===== src/hw/rtl/gqg_pkg.sv =====
// shared types, constants and codes of the glyph quad generator
package gqg_pkg;

    localparam int GLYPH_SLOTS_DEF = 95;
    localparam int CURSOR_BITS_DEF = 16;

    localparam logic OP_LOAD = 1'b0;
    localparam logic OP_CHAR = 1'b1;

    localparam logic [7:0] CHAR_NEWLINE = 8'd10;
    localparam logic [7:0] CHAR_FIRST   = 8'd32;
    localparam logic [7:0] CHAR_LAST    = 8'd126;

    localparam int CORNER_COUNT = 6;
    localparam logic [2:0] CORNER_LAST = 3'd5;

    localparam logic [1:0] REG_FONT_SIZE    = 2'd0;
    localparam logic [1:0] REG_ATLAS_WIDTH  = 2'd1;
    localparam logic [1:0] REG_ATLAS_HEIGHT = 2'd2;

    localparam logic [7:0]  FONT_SIZE_RST    = 8'd32;
    localparam logic [12:0] ATLAS_WIDTH_RST  = 13'd512;
    localparam logic [12:0] ATLAS_HEIGHT_RST = 13'd512;

    localparam int UV_NUM_W = 29;
    localparam logic [16:0] UV_ONE = 17'd65536;

    typedef enum logic [1:0] {
        KIND_LOAD,
        KIND_CHAR,
        KIND_NEWLINE,
        KIND_OTHER
    } cmd_kind_t;

    typedef struct packed {
        logic [11:0] ax;
        logic [11:0] ay;
        logic [7:0]  gw;
        logic [7:0]  gh;
        logic [8:0]  ox;
        logic [8:0]  oy;
        logic [7:0]  adv;
    } glyph_entry_t;

    typedef struct packed {
        cmd_kind_t    kind;
        logic         start;
        logic [7:0]   slot;
        logic         no_glyph;
        glyph_entry_t entry;
    } cmd_t;

    typedef enum logic [1:0] {
        ST_IDLE,
        ST_FETCH,
        ST_DIV,
        ST_EMIT
    } back_state_t;

endpackage


===== src/hw/rtl/gqg_fifo.sv =====
// two-entry command queue between front and back
module gqg_fifo (
    input  logic          clk,
    input  logic          rst_n,
    input  logic          push,
    input  gqg_pkg::cmd_t push_cmd,
    output logic          full,
    input  logic          pop,
    output logic          empty,
    output gqg_pkg::cmd_t pop_cmd
);

    gqg_pkg::cmd_t mem [2];
    logic       wr_ptr_reg;
    logic       rd_ptr_reg;
    logic [1:0] cnt_reg;

    always_ff @(posedge clk or negedge rst_n)
    begin
        if (!rst_n)
        begin
            wr_ptr_reg <= 1'b0;
            rd_ptr_reg <= 1'b0;
            cnt_reg    <= 2'd0;
        end
        else
        begin
            if (push)
            begin
                wr_ptr_reg <= ~wr_ptr_reg;
            end
            if (pop)
            begin
                rd_ptr_reg <= ~rd_ptr_reg;
            end
            if (push && !pop)
            begin
                cnt_reg <= cnt_reg + 2'd1;
            end
            else if (pop && !push)
            begin
                cnt_reg <= cnt_reg - 2'd1;
            end
        end
    end

    always_ff @(posedge clk)
    begin
        if (push)
        begin
            mem[wr_ptr_reg] <= push_cmd;
        end
    end

    assign full    = cnt_reg[1];
    assign empty   = (cnt_reg == 2'd0);
    assign pop_cmd = mem[rd_ptr_reg];

endmodule


===== config.mk =====
export PLATFORM = sky130hd
export DESIGN_NAME = gqg_fifo
export DESIGN_NICKNAME = d
export VERILOG_FILES = /design/src/hw/rtl/gqg_pkg.sv /design/src/hw/rtl/gqg_fifo.sv
export SDC_FILE = /design/constraint.sdc
export NUM_CORES = 1
export LEC_CHECK = 0
export BUFFER_PORTS_ARGS = -buffer_cell sky130_fd_sc_hd__buf_2
export CORE_ASPECT_RATIO = 1.4
export CORE_MARGIN = 3
export CORE_UTILIZATION = 50
export CTS_BUF_LIST = sky130_fd_sc_hd__clkbuf_16
export CTS_CLUSTER_DIAMETER = 150
export CTS_CLUSTER_SIZE = 30
export DETAILED_ROUTE_END_ITERATION = 7
export PLACE_DENSITY = 0.84
export RECOVER_POWER = 50
export SLEW_MARGIN = 10
export SYNTH_ARGS = -nofsm -noshare
export SYNTH_HDL_FRONTEND = slang
export SYNTH_SLANG_ARGS = --single-unit
export TNS_END_PERCENT = 30

===== constraint.sdc =====
create_clock -name clk -period 6.4 [get_ports clk]
set_clock_uncertainty 0.15 [all_clocks]
set_input_delay 0 -clock clk [delete_from_list [all_inputs] [get_ports clk]]
set_output_delay 0 -clock clk [all_outputs]
set_load 0.1 [all_outputs]

==> impl_results.md <==
- Crit Path Max Fanout: 41
- Post-layout instance count excluding filler cells: 669
- Routed WL per cell: 17.3 um
- Mapped Area: 0.00584 mm^2
- Via count of the first global-routing pass: 3,614
- Slowest cell on crit path: nor2b_1
- Gr ovfl total: 0
- First-pass GRT wire length: 18.3 mm
- Filler cell count: a little over 700
- Clock buffer depth: 2
- Fin nets: 595
- Mapped Nets: approximately 340
- Worst-path cell chain: dlygate4sd3_1 -> clkbuf_1 -> nor2b_1 -> buf_4
- GP Congestion: 0.696
- Commonest non-fill, non-tap cell in the layout: edfxtp_1
- Via density: 4.95
- Multi-input logic area: approximately 990 um^2
- H-tree lvl count: 4
- Commonest non-fill, non-tap cells in the layout: edfxtp_1 (156), buf_2 (98), dlygate4sd3_1 (82)
- Placed Cells incl. Taps: 555
- GRT Total Usage: 18.4%
- Area leader, netlist: edfxtp_1
- Max Fclk: roughly 240 MHz
- Sequential-to-total area share from yosys stat: 81.9%
- DP HPWL: between 6 and 7 mm
- Setup repair bufs after CTS: 0
- Endpoint class of the critical path: flop
- Die width: slightly below 100 um
- Fraction of layout cells with a size suffix above 1: 39.4%
- Initial core utilization: 51.3%
- Largest net degree at the start of global routing: 80
- Routed Antenna Nets: 0
- Worst setup margin: between 2000 and 2500 ps
- Antenna cell count: 0
- Initial drt markers: 157
- Ranking of synthesized cells by area: edfxtp_1 (80%), mux2_2 (13%), mux2_4 (2.6%)
- # setup viols final: 0
- Period utilization: 64.8%
- # rows: 46
- Placeable Area: ~0.011 mm^2
- Seq cells post-synth: 160
- Status: finished, violations left
- Clk sink count: 160
- Hold path depth: 2
- Synth Instances: 258
- Relative slew slack: -115%
- Hold Vio Cnt, Final: 0
- Critical path startpoint category: input pin
- Syn_area_per_cell: 22.7 um^2
- CP required: 6290 ps
- RSZ-0062 raised after global routing: false
- Worst Path Arrival: 4040 ps
- Largest register FFs: 156
- Critical path's largest stage delay: 2430 ps
- Post-synth top area share: 80.2%
- Layout overhead on the synthesized area: 39.7%
- Reg area: approximately 0.0048 mm^2
- Later-pin clock latency in the skew report: approximately 410 ps
- Tightest Hold Check Type: input pin to flop
- Post-cts sizing count: 0
- Final WL: between 10 and 15 mm
- Setup TNS: 0 ps
- Die area: around 0.013 mm^2
- # Max-Cap Violations: 1
- Final slew viol count: 39
- Num CTS Buffers: 17
- Die Y-Extent: 134 um
- Setup WS pre-CTS: between 3000 and 4000 ps
- Distinct cell type count after synthesis: 13
- Crit path kind: input pin to flop
- Initial antenna violation count: 0
- Fin crit period: about 4100 ps
- TritonCTS clock tree: done
- I/O pin cnt: 162
- FF-to-FF path depth: 2
- Slew @ Worst Pin: 3220 ps
- IO buf count: 161
- Via count: 3,311
- Clock root cell: clkbuf_16
- First-pass DRT Iterations: 5
- Failing checks: max-capacitance violations, max-slew violations
- Total number of yosys warnings: 0
- # DRC: 0
- Worst-path clk slew: ~60 ps
[cells in the mapped netlist]
cell	n
inv_1	1
xor2_1	4
ha_1	1
mux2_2	68
buf_6	3
mux2_4	10
buf_2	6
dfrtp_1	4
nor2_1	2
nor2b_1	1
and2_1	1
xnor2_1	1
edfxtp_1	156
[worst max-delay path, delay by kind of cell]
kind	cells	cell delay, ps
and+or+nand+nor	1	2430
buffers and inverters	3	1560
[per-stage QoR]
stage                     instance area [um^2]  utilization, %  hold slack, ps
after floorplan                           5840               -            -446
after global placement                    6790            59.6            -344
after detailed placement                  6790            59.6            -338
after CTS                                 8250            72.4             143
after global routing                      8160            71.6             146
final                                     8160            71.6             164
[timing repair]
item,in CTS,in global routing
hold buffers,82,0
endpoints found under the setup margin,0,0
endpoints found under the hold margin,164,0
[layout make-up]
type | instances | share of cell area (%)
inverters | 1 | 0.0460
repair buffers | 244 | 19.0
flip-flops and latches | 160 | 58.7
clock buffers | 17 | 5.21
clock inverters | 15 | 2.65
well taps | 144 | 2.21
multi-input cells | 88 | 12.2
[worst paths after layout]
path                       slack (ps)          from    endpoint
max in group asynchronous        5560         rst_n  rd_ptr_reg
min reg2reg                       380    cnt_reg[1]  cnt_reg[1]
min in group asynchronous         350         rst_n  cnt_reg[1]
max                              2250          push  mem[0][40]
max reg2reg                      2270    wr_ptr_reg  mem[0][40]
min                               160  push_cmd[59]  mem[1][59]
[per-layer routing]
layer  global-route usage, %  wire length (um)  part of all wire, %  vias up
li1                        -                 -                    -     1537
met2                    33.3              6600                   57      114
met1                    19.7              4080                   35     1637
met3                    5.98               603                  5.2       23
met4                    7.39               256                  2.2        0
met5                       0                 0                    0        -
[logic make-up (layout without fill, tap and decap cells)]
kind of cell	count (synthesis)	count (layout)	share of synthesized area, %
xor+xnor	5	5	0.749
fa+ha+maj	1	1	0.214
buf+inv	10	277	1.16
flops	160	160	81.9
mux	78	78	15.7
simple gates	4	4	0.343
Power is left out: the tool's default activity adds up to more than one toggle a clock period on the data nets, which glitch-free logic cannot reach.
