[src/hw/rtl/gqg_pkg.sv]
// shared types, constants and codes of the glyph quad generator
package gqg_pkg;

    localparam int GLYPH_SLOTS_DEF = 95;
    localparam int CURSOR_BITS_DEF = 16;

    localparam logic OP_LOAD = 1'b0;
    localparam logic OP_CHAR = 1'b1;

    localparam logic [7:0] CHAR_NEWLINE = 8'd10;
    localparam logic [7:0] CHAR_FIRST   = 8'd32;
    localparam logic [7:0] CHAR_LAST    = 8'd126;

    localparam int CORNER_COUNT = 6;
    localparam logic [2:0] CORNER_LAST = 3'd5;

    localparam logic [1:0] REG_FONT_SIZE    = 2'd0;
    localparam logic [1:0] REG_ATLAS_WIDTH  = 2'd1;
    localparam logic [1:0] REG_ATLAS_HEIGHT = 2'd2;

    localparam logic [7:0]  FONT_SIZE_RST    = 8'd32;
    localparam logic [12:0] ATLAS_WIDTH_RST  = 13'd512;
    localparam logic [12:0] ATLAS_HEIGHT_RST = 13'd512;

    localparam int UV_NUM_W = 29;
    localparam logic [16:0] UV_ONE = 17'd65536;

    typedef enum logic [1:0] {
        KIND_LOAD,
        KIND_CHAR,
        KIND_NEWLINE,
        KIND_OTHER
    } cmd_kind_t;

    typedef struct packed {
        logic [11:0] ax;
        logic [11:0] ay;
        logic [7:0]  gw;
        logic [7:0]  gh;
        logic [8:0]  ox;
        logic [8:0]  oy;
        logic [7:0]  adv;
    } glyph_entry_t;

    typedef struct packed {
        cmd_kind_t    kind;
        logic         start;
        logic [7:0]   slot;
        logic         no_glyph;
        glyph_entry_t entry;
    } cmd_t;

    typedef enum logic [1:0] {
        ST_IDLE,
        ST_FETCH,
        ST_DIV,
        ST_EMIT
    } back_state_t;

endpackage

[src/hw/rtl/gqg_front.sv]
// input side: accepts items and turns them into queue commands
module gqg_front #(
    parameter int GLYPH_SLOTS = gqg_pkg::GLYPH_SLOTS_DEF
) (
    input  logic          in_valid,
    output logic          in_ready,
    input  logic          op,
    input  logic [7:0]    char_code,
    input  logic          start_text,
    input  logic [11:0]   atlas_x,
    input  logic [11:0]   atlas_y,
    input  logic [7:0]    glyph_width,
    input  logic [7:0]    glyph_height,
    input  logic [8:0]    origin_x,
    input  logic [8:0]    origin_y,
    input  logic [7:0]    advance,
    input  logic          full,
    output logic          push,
    output gqg_pkg::cmd_t cmd
);

    localparam logic [8:0] SLOTS = 9'(GLYPH_SLOTS);

    logic [8:0] slot9;
    logic       in_table;
    logic       keep;

    always_comb
    begin
        slot9    = {1'b0, char_code} - {1'b0, gqg_pkg::CHAR_FIRST};
        in_table = (char_code >= gqg_pkg::CHAR_FIRST) && (slot9 < SLOTS);

        cmd.start       = start_text;
        cmd.slot        = slot9[7:0];
        cmd.no_glyph    = !in_table;
        cmd.entry.ax    = atlas_x;
        cmd.entry.ay    = atlas_y;
        cmd.entry.gw    = glyph_width;
        cmd.entry.gh    = glyph_height;
        cmd.entry.ox    = origin_x;
        cmd.entry.oy    = origin_y;
        cmd.entry.adv   = advance;

        if (op == gqg_pkg::OP_LOAD)
        begin
            cmd.kind  = gqg_pkg::KIND_LOAD;
            cmd.start = 1'b0;
            keep      = in_table;
        end
        else if (char_code == gqg_pkg::CHAR_NEWLINE)
        begin
            cmd.kind = gqg_pkg::KIND_NEWLINE;
            keep     = 1'b1;
        end
        else if (char_code >= gqg_pkg::CHAR_FIRST && char_code <= gqg_pkg::CHAR_LAST)
        begin
            cmd.kind = gqg_pkg::KIND_CHAR;
            keep     = 1'b1;
        end
        else
        begin
            cmd.kind = gqg_pkg::KIND_OTHER;
            keep     = start_text;
        end
    end

    assign in_ready = !full;
    assign push     = in_valid && !full && keep;

endmodule

[config.mk]
export PLATFORM = sky130hd
export DESIGN_NAME = gqg_front
export DESIGN_NICKNAME = d
export VERILOG_FILES = /design/src/hw/rtl/gqg_pkg.sv /design/src/hw/rtl/gqg_front.sv
export SDC_FILE = /design/constraint.sdc
export NUM_CORES = 1
export LEC_CHECK = 0
export ABC_AREA = 1
export BUFFER_PORTS_ARGS = -buffer_cell sky130_fd_sc_hd__buf_2
export CAP_MARGIN = 40
export CORE_AREA = 2 2 62 64
export DETAILED_ROUTE_END_ITERATION = 7
export DIE_AREA = 0 0 64 66
export PLACE_DENSITY = 0.84
export SYNTH_ARGS = -nofsm -noshare
export SYNTH_HDL_FRONTEND = slang
export SYNTH_SLANG_ARGS = --single-unit
[constraint.sdc]
create_clock -name vclk -period 1.38
set_input_delay 0.207 -clock vclk [all_inputs]
set_output_delay 0.207 -clock vclk [all_outputs]
set_load 0.01 [all_outputs]
==> out/qor.csv <==
stage,metric,value,unit
power,power_density,286,nW/um2
cells_and_area,areaGrowthSynthToFinish,-20.9,%
cells_and_area,seq_cell_count,0,
cells_and_area,number_of_clock_buffers_in_the_layout,0,
logic_synthesis,post_synthesis_compound_gate_area_fraction,0.0206,
setup_path,critical_path_peak_fanout,2,
status,failed_checks,setup timing,
worst_hold_path,min-delay-path-class,input pin to primary output,
logic_synthesis,syn_avg_cell_area,6.60,um2
drt,total_via_count_in_the_routed_design,550,
place,detailed_placement_hpwl,1330,um
timing,drv_slew,0,
setup_path,critPathCaptureType,primary output,
drt,postRouteWirelength,1520,um
logic_synthesis,post_synthesis_share_of_cell_area_spent_on_full_adders_half_adders_and_majority_gates,0.0735,
logic_synthesis,area_of_the_mapped_netlist,851,um2
floorplanning,placeableCoreArea,3550,um2
grt,gr-usage-all-layers,0.0673,
setup_path,critical_path_start_end_classification,input pin to primary output,
timing,worstMarginPinSlew,174,ps
floorplanning,die_area,4220,um2
timing,timing.hold.ws,414,ps
drt,routed_wire_length_per_instance,10.8,um
setup_path,timing.critical_path.required,1170,ps
power,total_leakage_power,0.369,nW
status,outcome,"complete, but fails checks",
timing,period_utilization,1.12,
setup_path,critPathArrivalTime,1340,ps
logic_synthesis,synth-seq-area-share,0,
logic_synthesis,synth_top_family_by_area,buffers and inverters,
logic_synthesis,synth_simple_gate_area_share,0.200,
power,ir_drop,0.117,mV
place,port-buffer-count,26,
grt,grt_start_max_net_pins,6,
timing,max_slew_headroom_at_the_worst_pin,0.884,
timing,fin_ws,-172,ps
cells_and_area,post_layout_nonfiller_instances,140,
floorplanning,chipWidth,64,um
drt,drt-pass1-iter-count,3,
timing,setup_viol,2,
floorplanning,num_rows,22,
drt,detail_route.vias_per_cell,3.93,
place,placed_cells_incl_taps,140,
floorplanning,pin_count,158,
logic_synthesis,synth.top_cell.area_share,0.626,
timing,setup_repair_after_global_routing_missed_its_margin,true,
setup_path,cp-start-kind,input pin,
cells_and_area,fillers,409,
grt,grt_antenna_before_repair,0,
logic_synthesis,synth.mux.area_fraction,0,
logic_synthesis,synth_area_leader_cell,sky130_fd_sc_hd__buf_4,
grt,wire_length_of_the_first_global_routing_pass,2310,um
cells_and_area,layout.area.seq,0,um2
place,place.gp.congestion,0.789,
floorplanning,floorplan.initialDensity,0.240,
floorplanning,die-height,66,um
drt,route.antenna.remaining_nets,0,
logic_synthesis,area_share_of_xor_xnor_cells_in_the_synthesized_design,0,
timing,hold_violations,0,
clocking,cts.repair_timing.setup_buffer_count,0,
timing,timing.fmax,645,MHz
grt,grt_overflow,0,
logic_synthesis,most_frequent_cells_after_synthesis,"sky130_fd_sc_hd__buf_4, sky130_fd_sc_hd__inv_1, sky130_fd_sc_hd__nor2_1, sky130_fd_sc_hd__nand2_1, sky130_fd_sc_hd__ha_1",
logic_synthesis,ys_top_cells_by_area,"sky130_fd_sc_hd__buf_4, sky130_fd_sc_hd__ha_1, sky130_fd_sc_hd__inv_1",
run,maxCapViolCount,0,
timing,setup-tns-final,-279,ps
drt,route.detailed.drc,0,
power,totalPowerFinal,0.192,mW
drt,drtIter0Drc,11,
grt,first_global_vias,503,
cells_and_area,fraction_of_layout_instances_using_a_drive_strength_above_1,0.609,
logic_synthesis,synthesis.instances,129,
cells_and_area,design.final.nets,177,
timing,period_minus_slack,1550,ps
logic_synthesis,postSynthNetCount,212,
logic_synthesis,yosys.cell_count.top_type,sky130_fd_sc_hd__buf_4,
logic_synthesis,warnings_synthesis,0,
logic_synthesis,ys_types,13,
cells_and_area,diodes,0,
## placed cells by master (no fill, tap or decap), drive strengths merged
cell   instances
nand2         13
nand4          1
inv           18
buf           34
nand3          3
o21ai          2
nor2          16
ha             5
## routing by layer
layer	share of wire	global-route usage
met5	0	0
met3	0.18	0.0375
met2	0.41	0.100
met4	0.13	0.0897
met1	0.28	0.0559
## area by class of cell
cell class	count	area (um2)	share of cell area
Multi-Input combinational cell	40	298	0.442
Timing Repair Buffer	34	225	0.335
Tap cell	48	60.1	0.0892
Inverter	18	90.1	0.134
## cells by family (layout without fill, tap and decap cells)
group / after synthesis / in the layout
buf+inv: 89 / 52
simple gates: 33 / 33
fa+ha+maj: 5 / 5
compound gates: 2 / 2
## where the power goes
group | switching (mW) | total, mW | internal, mW
Combinational | 0.0964 | 0.192 | 0.0961
Sequential | 0 | 0 | 0
Clock | 0 | 0 | 0
## final timing paths
path	from	to	slack, ps	cells past startpoint
min	origin_y[4]	cmd[12]	410	0
max	char_code[5]	push	-170	13
## timing repair
action / 4_1_cts / 5_1_grt
gates resized for setup: 12 / 1
hold buffers: 0 / 0
endpoints found under the setup margin: 3 / 3
pin swaps: 11 / 3
## worst max-delay path: stages
cell                      delay [ps]
sky130_fd_sc_hd__buf_12           90
sky130_fd_sc_hd__inv_12           30
sky130_fd_sc_hd__ha_4            150
sky130_fd_sc_hd__ha_4            270
sky130_fd_sc_hd__inv_4            30
sky130_fd_sc_hd__nor2_4           70
sky130_fd_sc_hd__nand2_2          50
sky130_fd_sc_hd__nor2_2           80
sky130_fd_sc_hd__nand2_2          60
sky130_fd_sc_hd__nand2_1          50
sky130_fd_sc_hd__nand2_1          60
sky130_fd_sc_hd__nor2_2           70
sky130_fd_sc_hd__buf_2           120
## stage by stage
stage	instance area (um2)	util	setup WS, ps
2_1_floorplan	898	-	-51.2
3_3_place_gp	616	0.173	-312
3_5_place_dp	616	0.173	-332
4_1_cts	671	0.189	-207
5_1_grt	673	0.190	-273
6_report	673	0.190	-172
No activity file was read; power rests on OpenSTA's default activity.
